## src/hdl/typed_posting_list_update_core_assert.svh

```systemverilog
// Assertion macros shared by the posting line update core.
// Needs nothing else; files that assert include this by bare name.
`ifndef TYPED_POSTING_LIST_UPDATE_CORE_ASSERT_SVH
`define TYPED_POSTING_LIST_UPDATE_CORE_ASSERT_SVH

// Same-cycle implication, disabled during reset
`define TPLU_ASSERT_NOW(label, clk, rst, ante, cons) \
  label: assert property (@(posedge clk) disable iff (rst) (ante) |-> (cons)) \
    else $error("posting line core: assertion failed");

// Next-cycle implication, disabled during reset
`define TPLU_ASSERT_NEXT(label, clk, rst, ante, cons) \
  label: assert property (@(posedge clk) disable iff (rst) (ante) |=> (cons)) \
    else $error("posting line core: assertion failed");

`endif

```

## src/hdl/tplu_pkg.sv

```systemverilog
// Shared constants, types and helpers of the posting line update core.
// Used by the controller, datapath and top level; depends on nothing.
`default_nettype none

package tplu_pkg;

  localparam int MAX_TYPES = 8;
  localparam int MAX_IDS   = 256;

  localparam int SLOT_W    = $clog2((MAX_TYPES > 1) ? MAX_TYPES : 2);
  localparam int USED_W    = $clog2(MAX_TYPES + 1);
  localparam int IDX_W     = $clog2(MAX_IDS);
  localparam int CNT_W     = $clog2(MAX_IDS + 1);
  localparam int ADDR_W    = SLOT_W + IDX_W;
  localparam int RAM_DEPTH = 1 << ADDR_W;
  localparam int BYTES_W   = $clog2(5 * MAX_IDS + 1);
  localparam int TOT_W     = $clog2(MAX_TYPES * (5 * MAX_IDS + 7) + 2);

  typedef logic [SLOT_W-1:0]  slot_t;
  typedef logic [USED_W-1:0]  used_t;
  typedef logic [IDX_W-1:0]   idx_t;
  typedef logic [CNT_W-1:0]   cnt_t;
  typedef logic [ADDR_W-1:0]  addr_t;
  typedef logic [BYTES_W-1:0] bytes_t;
  typedef logic [TOT_W-1:0]   tot_t;

  typedef enum logic [2:0] {
    CMD_ADD    = 3'd0,
    CMD_DELETE = 3'd1,
    CMD_RD_ID  = 3'd2,
    CMD_SEC_BY = 3'd3,
    CMD_TOT_BY = 3'd4,
    CMD_RD_TYP = 3'd5
  } cmd_t;

  typedef enum logic [2:0] {
    STAT_OK        = 3'd0,
    STAT_ZERO      = 3'd1,
    STAT_NOT_FOUND = 3'd2,
    STAT_FULL      = 3'd3,
    STAT_INDEX     = 3'd4
  } status_t;

  typedef enum logic [3:0] {
    S_IDLE,
    S_DECODE,
    S_SLOT,
    S_RDWAIT,
    S_FIND,
    S_UP,
    S_DOWN,
    S_SUM,
    S_TOTAL,
    S_FINISH
  } state_t;

  typedef enum logic [1:0] {
    MODE_FIND,
    MODE_UP,
    MODE_DOWN,
    MODE_SUM
  } mode_t;

  typedef enum logic [1:0] {
    VAL_ID,
    VAL_BYTES,
    VAL_TOTAL,
    VAL_TYPE
  } vsel_t;

  // Commands from controller to datapath
  typedef struct packed {
    logic    latch;
    logic    slot_adv;
    logic    tot_add;
    logic    open;
    logic    close;
    logic    strm_init;
    mode_t   mode;
    logic    strm_run;
    logic    wr_id;
    logic    cnt_inc;
    logic    cnt_dec;
    logic    bytes_ld;
    logic    rd_pos;
    logic    st_ld;
    status_t st_code;
    logic    val_ld;
    vsel_t   val_sel;
    logic    out_ld;
  } dp_cmd_t;

  // Status from datapath to controller
  typedef struct packed {
    cmd_t cmd;
    logic zero_arg;
    logic slot_more;
    logic slot_hit;
    logic tbl_full;
    logic pos_in_sec;
    logic pos_in_tbl;
    logic sec_full;
    logic strm_done;
    logic find_hit;
    logic cnt_one;
    logic tot_more;
  } dp_stat_t;

  // Bytes taken by a 7-bit varint of v
  function automatic logic [2:0] varint_len(input logic [31:0] v);
    logic [2:0] n;
    if (v < 32'h0000_0080)      n = 3'd1;
    else if (v < 32'h0000_4000) n = 3'd2;
    else if (v < 32'h0020_0000) n = 3'd3;
    else if (v < 32'h1000_0000) n = 3'd4;
    else                        n = 3'd5;
    return n;
  endfunction

endpackage

`default_nettype wire

```

## src/hdl/tplu_ctrl.sv

```systemverilog
// Controller state machine of the posting line update core.
// Depends on tplu_pkg; drives the datapath through dp_cmd_t.
`default_nettype none
`include "typed_posting_list_update_core_assert.svh"

module tplu_ctrl (
  input  wire logic               clk,
  input  wire logic               rst,
  input  wire logic               in_valid,
  output logic                    in_ready,
  input  wire logic               out_free,
  input  wire tplu_pkg::dp_stat_t stat,
  output tplu_pkg::dp_cmd_t       cmd
);

  tplu_pkg::state_t state, state_next;

  // State register
  always_ff @(posedge clk) begin
    if (rst) begin
      state <= tplu_pkg::S_IDLE;
    end else begin
      state <= state_next;
    end
  end

  // Next state and commands
  always_comb begin
    state_next = state;
    cmd        = '0;
    in_ready   = 1'b0;
    unique case (state)
      tplu_pkg::S_IDLE: begin
        in_ready = 1'b1;
        if (in_valid) begin
          cmd.latch  = 1'b1;
          state_next = tplu_pkg::S_DECODE;
        end
      end
      tplu_pkg::S_DECODE: begin
        unique case (stat.cmd)
          tplu_pkg::CMD_ADD, tplu_pkg::CMD_DELETE: begin
            if (stat.zero_arg) begin
              cmd.st_ld   = 1'b1;
              cmd.st_code = tplu_pkg::STAT_ZERO;
              state_next  = tplu_pkg::S_FINISH;
            end else begin
              state_next = tplu_pkg::S_SLOT;
            end
          end
          tplu_pkg::CMD_RD_ID, tplu_pkg::CMD_SEC_BY: state_next = tplu_pkg::S_SLOT;
          tplu_pkg::CMD_TOT_BY: state_next = tplu_pkg::S_TOTAL;
          tplu_pkg::CMD_RD_TYP: begin
            if (stat.pos_in_tbl) begin
              cmd.val_ld  = 1'b1;
              cmd.val_sel = tplu_pkg::VAL_TYPE;
            end else begin
              cmd.st_ld   = 1'b1;
              cmd.st_code = tplu_pkg::STAT_INDEX;
            end
            state_next = tplu_pkg::S_FINISH;
          end
          default: state_next = tplu_pkg::S_FINISH;
        endcase
      end
      tplu_pkg::S_SLOT: begin
        // Walk the ordered sections until the type is reached
        if (stat.slot_more) begin
          cmd.slot_adv = 1'b1;
        end else begin
          state_next = tplu_pkg::S_FINISH;
          unique case (stat.cmd)
            tplu_pkg::CMD_ADD: begin
              if (stat.slot_hit || !stat.tbl_full) begin
                cmd.open      = !stat.slot_hit;
                cmd.strm_init = 1'b1;
                cmd.mode      = tplu_pkg::MODE_FIND;
                state_next    = tplu_pkg::S_FIND;
              end else begin
                cmd.st_ld   = 1'b1;
                cmd.st_code = tplu_pkg::STAT_FULL;
              end
            end
            tplu_pkg::CMD_DELETE: begin
              if (stat.slot_hit) begin
                cmd.strm_init = 1'b1;
                cmd.mode      = tplu_pkg::MODE_FIND;
                state_next    = tplu_pkg::S_FIND;
              end else begin
                cmd.st_ld   = 1'b1;
                cmd.st_code = tplu_pkg::STAT_NOT_FOUND;
              end
            end
            tplu_pkg::CMD_RD_ID: begin
              if (!stat.slot_hit) begin
                cmd.st_ld   = 1'b1;
                cmd.st_code = tplu_pkg::STAT_NOT_FOUND;
              end else if (!stat.pos_in_sec) begin
                cmd.st_ld   = 1'b1;
                cmd.st_code = tplu_pkg::STAT_INDEX;
              end else begin
                cmd.rd_pos = 1'b1;
                state_next = tplu_pkg::S_RDWAIT;
              end
            end
            tplu_pkg::CMD_SEC_BY: begin
              if (stat.slot_hit) begin
                cmd.val_ld  = 1'b1;
                cmd.val_sel = tplu_pkg::VAL_BYTES;
              end else begin
                cmd.st_ld   = 1'b1;
                cmd.st_code = tplu_pkg::STAT_NOT_FOUND;
              end
            end
            default: state_next = tplu_pkg::S_FINISH;
          endcase
        end
      end
      tplu_pkg::S_RDWAIT: begin
        cmd.val_ld  = 1'b1;
        cmd.val_sel = tplu_pkg::VAL_ID;
        state_next  = tplu_pkg::S_FINISH;
      end
      tplu_pkg::S_FIND: begin
        cmd.strm_run = 1'b1;
        if (stat.strm_done) begin
          state_next = tplu_pkg::S_FINISH;
          if (stat.cmd == tplu_pkg::CMD_ADD) begin
            // A duplicate id is accepted and changes nothing
            if (!stat.find_hit) begin
              if (stat.sec_full) begin
                cmd.st_ld   = 1'b1;
                cmd.st_code = tplu_pkg::STAT_FULL;
              end else begin
                cmd.strm_init = 1'b1;
                cmd.mode      = tplu_pkg::MODE_UP;
                state_next    = tplu_pkg::S_UP;
              end
            end
          end else begin
            if (stat.find_hit) begin
              cmd.strm_init = 1'b1;
              cmd.mode      = tplu_pkg::MODE_DOWN;
              state_next    = tplu_pkg::S_DOWN;
            end else begin
              cmd.st_ld   = 1'b1;
              cmd.st_code = tplu_pkg::STAT_NOT_FOUND;
            end
          end
        end
      end
      tplu_pkg::S_UP: begin
        cmd.strm_run = 1'b1;
        if (stat.strm_done) begin
          cmd.wr_id     = 1'b1;
          cmd.cnt_inc   = 1'b1;
          cmd.strm_init = 1'b1;
          cmd.mode      = tplu_pkg::MODE_SUM;
          state_next    = tplu_pkg::S_SUM;
        end
      end
      tplu_pkg::S_DOWN: begin
        cmd.strm_run = 1'b1;
        if (stat.strm_done) begin
          // Drop the section when its last id goes
          if (stat.cnt_one) begin
            cmd.close  = 1'b1;
            state_next = tplu_pkg::S_FINISH;
          end else begin
            cmd.cnt_dec   = 1'b1;
            cmd.strm_init = 1'b1;
            cmd.mode      = tplu_pkg::MODE_SUM;
            state_next    = tplu_pkg::S_SUM;
          end
        end
      end
      tplu_pkg::S_SUM: begin
        cmd.strm_run = 1'b1;
        if (stat.strm_done) begin
          cmd.bytes_ld = 1'b1;
          state_next   = tplu_pkg::S_FINISH;
        end
      end
      tplu_pkg::S_TOTAL: begin
        if (stat.tot_more) begin
          cmd.slot_adv = 1'b1;
          cmd.tot_add  = 1'b1;
        end else begin
          cmd.val_ld  = 1'b1;
          cmd.val_sel = tplu_pkg::VAL_TOTAL;
          state_next  = tplu_pkg::S_FINISH;
        end
      end
      tplu_pkg::S_FINISH: begin
        if (out_free) begin
          cmd.out_ld = 1'b1;
          state_next = tplu_pkg::S_IDLE;
        end
      end
      default: state_next = tplu_pkg::S_IDLE;
    endcase
  end

  // An accepted beat is decoded in the next cycle
  `TPLU_ASSERT_NEXT(a_accept_decode, clk, rst, state == tplu_pkg::S_IDLE && in_valid, state == tplu_pkg::S_DECODE)
  // A section is opened only from the slot walk of an add
  `TPLU_ASSERT_NOW(a_open_add, clk, rst, cmd.open, state == tplu_pkg::S_SLOT && stat.cmd == tplu_pkg::CMD_ADD)

endmodule

`default_nettype wire

```

## config.mk

```make
export PLATFORM = sky130hd
export DESIGN_NAME = tplu_ctrl
export DESIGN_NICKNAME = d
export VERILOG_FILES = /design/src/hdl/tplu_pkg.sv /design/src/hdl/tplu_ctrl.sv
export VERILOG_INCLUDE_DIRS = /design/src /design/src/hdl
export SDC_FILE = /design/constraint.sdc
export NUM_CORES = 1
export LEC_CHECK = 0
export ABC_AREA = 0
export BUFFER_PORTS_ARGS = -buffer_cell sky130_fd_sc_hd__buf_2
export CORE_ASPECT_RATIO = 0.9
export CORE_MARGIN = 2
export CORE_UTILIZATION = 40
export CTS_BUF_LIST = sky130_fd_sc_hd__clkbuf_8
export DETAILED_ROUTE_END_ITERATION = 8
export HOLD_SLACK_MARGIN = 0.02
export PLACE_DENSITY_LB_ADDON = 0.3
export SKIP_CTS_REPAIR_TIMING = 1
export SKIP_LAST_GASP = 1
export SYNTH_ARGS = -nofsm -noshare
export SYNTH_HDL_FRONTEND = slang
export SYNTH_SLANG_ARGS = --single-unit
```

## constraint.sdc

```tcl
create_clock -name clk -period 5.4 [get_ports clk]
set_input_delay 1.08 -clock clk [delete_from_list [all_inputs] [get_ports clk]]
set_output_delay 1.08 -clock clk [all_outputs]
set_load 0.01 [all_outputs]
```

==> implementation parameters <==
Parameter                              Value

Power
  Static power due to leakage    roughly 0.47 nW
  Total power divided by cell area    approximately 280 nW/µm²
  Maximum resistive drop on vdd    roughly 180 µV

Drt
  Detailed-route wire length    between 2000 and 3000 µm
  Via Count    1066
  Violation count after the first detailed-route iteration    30
  Residual DRC count    0
  Drt pass-1 iters    4
  Met1 Routed Length    roughly 1100 µm
  Antenna Nets Post-Route    0
  Routed length per placed instance    13.5 µm
  Routed wire length on met3    between 150 and 200 µm
  Top layer used by detailed routing    met4
  Detailed-route vias per instance    ~5.7
  WL met2    1180 µm

Cells and area
  Top reg by flops    state
  Number of cells in the finished layout apart from fillers    about 190
  Post-route cell area    between 1000 and 1500 µm²
  Ant. Diodes    0
  Area overhead of the layout relative to synthesis    26.6%
  Final Core Density    a little over half
  Layout cells sized above 1    30.4%
  Number of nets at the end of the flow    between 150 and 200
  Area taken by flip-flops and latches    roughly 80 µm²
  Flip-flop count of the largest register after layout    4
  Area occupied by multi-input gates    664 µm²
  Top flop regs    state x4
  Fillers    around 200

Clocking
  Clock tree from TritonCTS    yes
  Number of clock buffers inserted by TritonCTS    3
  Root cell of the clock tree    clkbuf_8
  CTS H-tree lvls    1
  Clock latency reported for the late side of the worst-skew pair    around 0.21 ns
  Number of sinks handled by clock tree synthesis    4
  Clock buffer depth    2
  Clock-pin slew reported for the worst setup and hold paths after clock tree synthesis    0.03 ns

Die
  Core ar.    slightly below 2000 µm²
  Initial Utilization    between 40% and 50%
  Die boundary width    51.9 µm
  Die Footprint    around 2400 µm²
  Row count    15
  Height of the die    between 40 and 50 µm
  Count of boundary I/O pins    ~40

Worst setup path
  Worst-path cell with the longest stage delay    or3_1
  Cell family contributing the most delay on the critical path    simple AND/OR/NAND/NOR gates
  Number of buffer and inverter stages on the critical path    2
  Critical path class    input pin to primary output
  Critical path capture point type    primary output
  Worst EP arrival    2.55 ns
  Slowest cell delay on critical path    between 0.4 and 0.5 ns
  Cell type with the highest occurrence count on the critical path    buf_2
  Worst Setup Start Kind    input pin
  Required time at the endpoint of the critical path    roughly 4.3 ns
  Cells along the critical path    buf_2 > or3_1 > or2_4 > o21a_1 > o31ai_4 > buf_2
  Maximum net fanout on the critical path    11

STA
  Hold WS    between 0.7 and 0.8 ns
  Min cycle time layout    3.63 ns
  Post-route fraction of the period consumed by the critical path    roughly two thirds
  Worst slew margin    62.3%
  Sum of negative setup slack    0 ns
  Final hold violation count    0
  Count of final setup violators    0
  RSZ-0062 raised after global routing    no
  Actual slew at the worst max-slew pin    ~0.56 ns
  Final worst clock skew    0.00111 ns
  Highest clock frequency the design can meet    approximately 280 MHz
  Number of pins exceeding their max-slew limit in the final report    0

Logic synthesis
  Syn Inst Count    130
  Number of enable-type register cells in the synthesized netlist    0
  Post-synthesis cell type with the largest combined area    dfxtp_1
  Area fraction of the dominant cell type after synthesis    about 9.7%
  Count of warnings emitted by yosys    0
  Most instantiated cells after synthesis    nand2_1 (15), nor2_1 (11), nor3_1 (10), a21oi_1 (9), inv_1 (7)
  Flop and latch count out of synthesis    4
  Count of unique library cells instantiated by Yosys    between 40 and 50
  Mean instance size in the synthesized netlist    approximately 6.3 µm²
  Leading register cell type out of synthesis    dfxtp_1
  Cell with the most instances after synthesis    nand2_1
  Post-Synthesis Net Count    roughly 150
  Ranking of synthesized cells by area    dfxtp_1 (9.7%), nand2_1 (6.8%), nor3_1 (6.1%)
  Post-Syn Area    roughly 800 µm²
  Sequential-to-total area share from yosys stat    9.71%
  Async S/R FF share, synth    0%

GRT
  Number of antenna violations at the first check in global routing    0
  Via count of the first global-routing pass    just over 900
  GRT Residual Overflow    0
  Largest net degree at the start of global routing    19
  Wire length of the first global-routing pass    ~4000 µm
  All-layer global routing usage    between 20% and 30%

Placed design
  Final HPWL DP    1910 µm
  Cells after DPL    183
  Gp weighted congestion    0.817
  Number of port buffers    40
  DP Area    around 1000 µm²

Status
  Status    completed

Run
  Number of max-cap violations    0

Min path
  Hold Crit Class    flop to flop
## logic make-up (layout without fill, tap and decap cells)
| kind of cell | count (synthesis) | in the layout | synth area share [%] |
|---|---|---|---|
| AND/OR/NAND/NOR | 71 | 71 | 49.2 |
| AO/OA/AOI/OAI | 36 | 36 | 31.4 |
| buffers and inverters | 19 | 50 | 9.71 |
| flip-flops | 4 | 4 | 9.71 |
## path summary, 6_finish.rpt
kind / endpoint / depth (start not counted) / from / slack (ns)
setup reg to reg: state[2] / 5 / state[1] / 3.44
setup / recovery: cmd[16] / 6 / stat[11] / 1.77
hold reg to reg: state[0] / 2 / state[0] / 0.76
hold / removal: state[0] / 2 / state[0] / 0.76
## metrics by stage
stage / power, mW / worst slack (ns)
floorplan: 0.179 / 2.10
global placement: 0.224 / 1.83
detailed placement: 0.226 / 1.78
CTS: 0.290 / 1.77
global route: 0.317 / 1.71
finish: 0.291 / 1.77
## power by group
| part | leakage (nW) | switching (mW) | internal, mW |
|---|---|---|---|
| combinational | 0.417 | 0.0872 | 0.0711 |
| clock | 0.0216 | 0.0148 | 0.0475 |
| sequential | 0.0326 | 0.0324 | 0.0378 |
| total | 0.471 | 0.134 | 0.156 |
## area by class of cell
cell class,instances,share of cell area [%]
inverter,7,2.52
multi-input combinational,107,63.7
sequential,4,7.67
clock buffer,3,3.96
tap,25,3.00
timing repair buffer,40,19.2
## layer usage
layer | track usage (%) | vias up
met3 | 2.23 | 2
met4 | 5.26 | 0
met2 | 36.5 | 45
li1 | - | 543
met1 | 27.2 | 476
met5 | 0 | -
## layout by cell type (no fill, tap or decap), types with 3 or more instances in the layout
cell type,synthesis,final
nand2b_1,3,3
dfxtp_1,4,4
and2_1,3,3
nor3_1,10,10
buf_2,4,40
o22ai_1,4,4
nand2_1,15,15
nor2b_1,4,4
nand3b_1,3,3
a21oi_1,9,9
clkbuf_8,0,3
or3_1,3,3
nor2_1,11,11
a211oi_1,3,3
inv_1,7,7
nand3_1,3,3
## tightest hold or removal path, delay by kind of cell (launching register included)
kind | cells | cell delay [ns]
AOI/OAI and AO/OA | 1 | 0.10
DFF | 1 | 0.44
buffers and inverters | 1 | 0.15
Note: power is estimated with default switching activity, not from simulation.
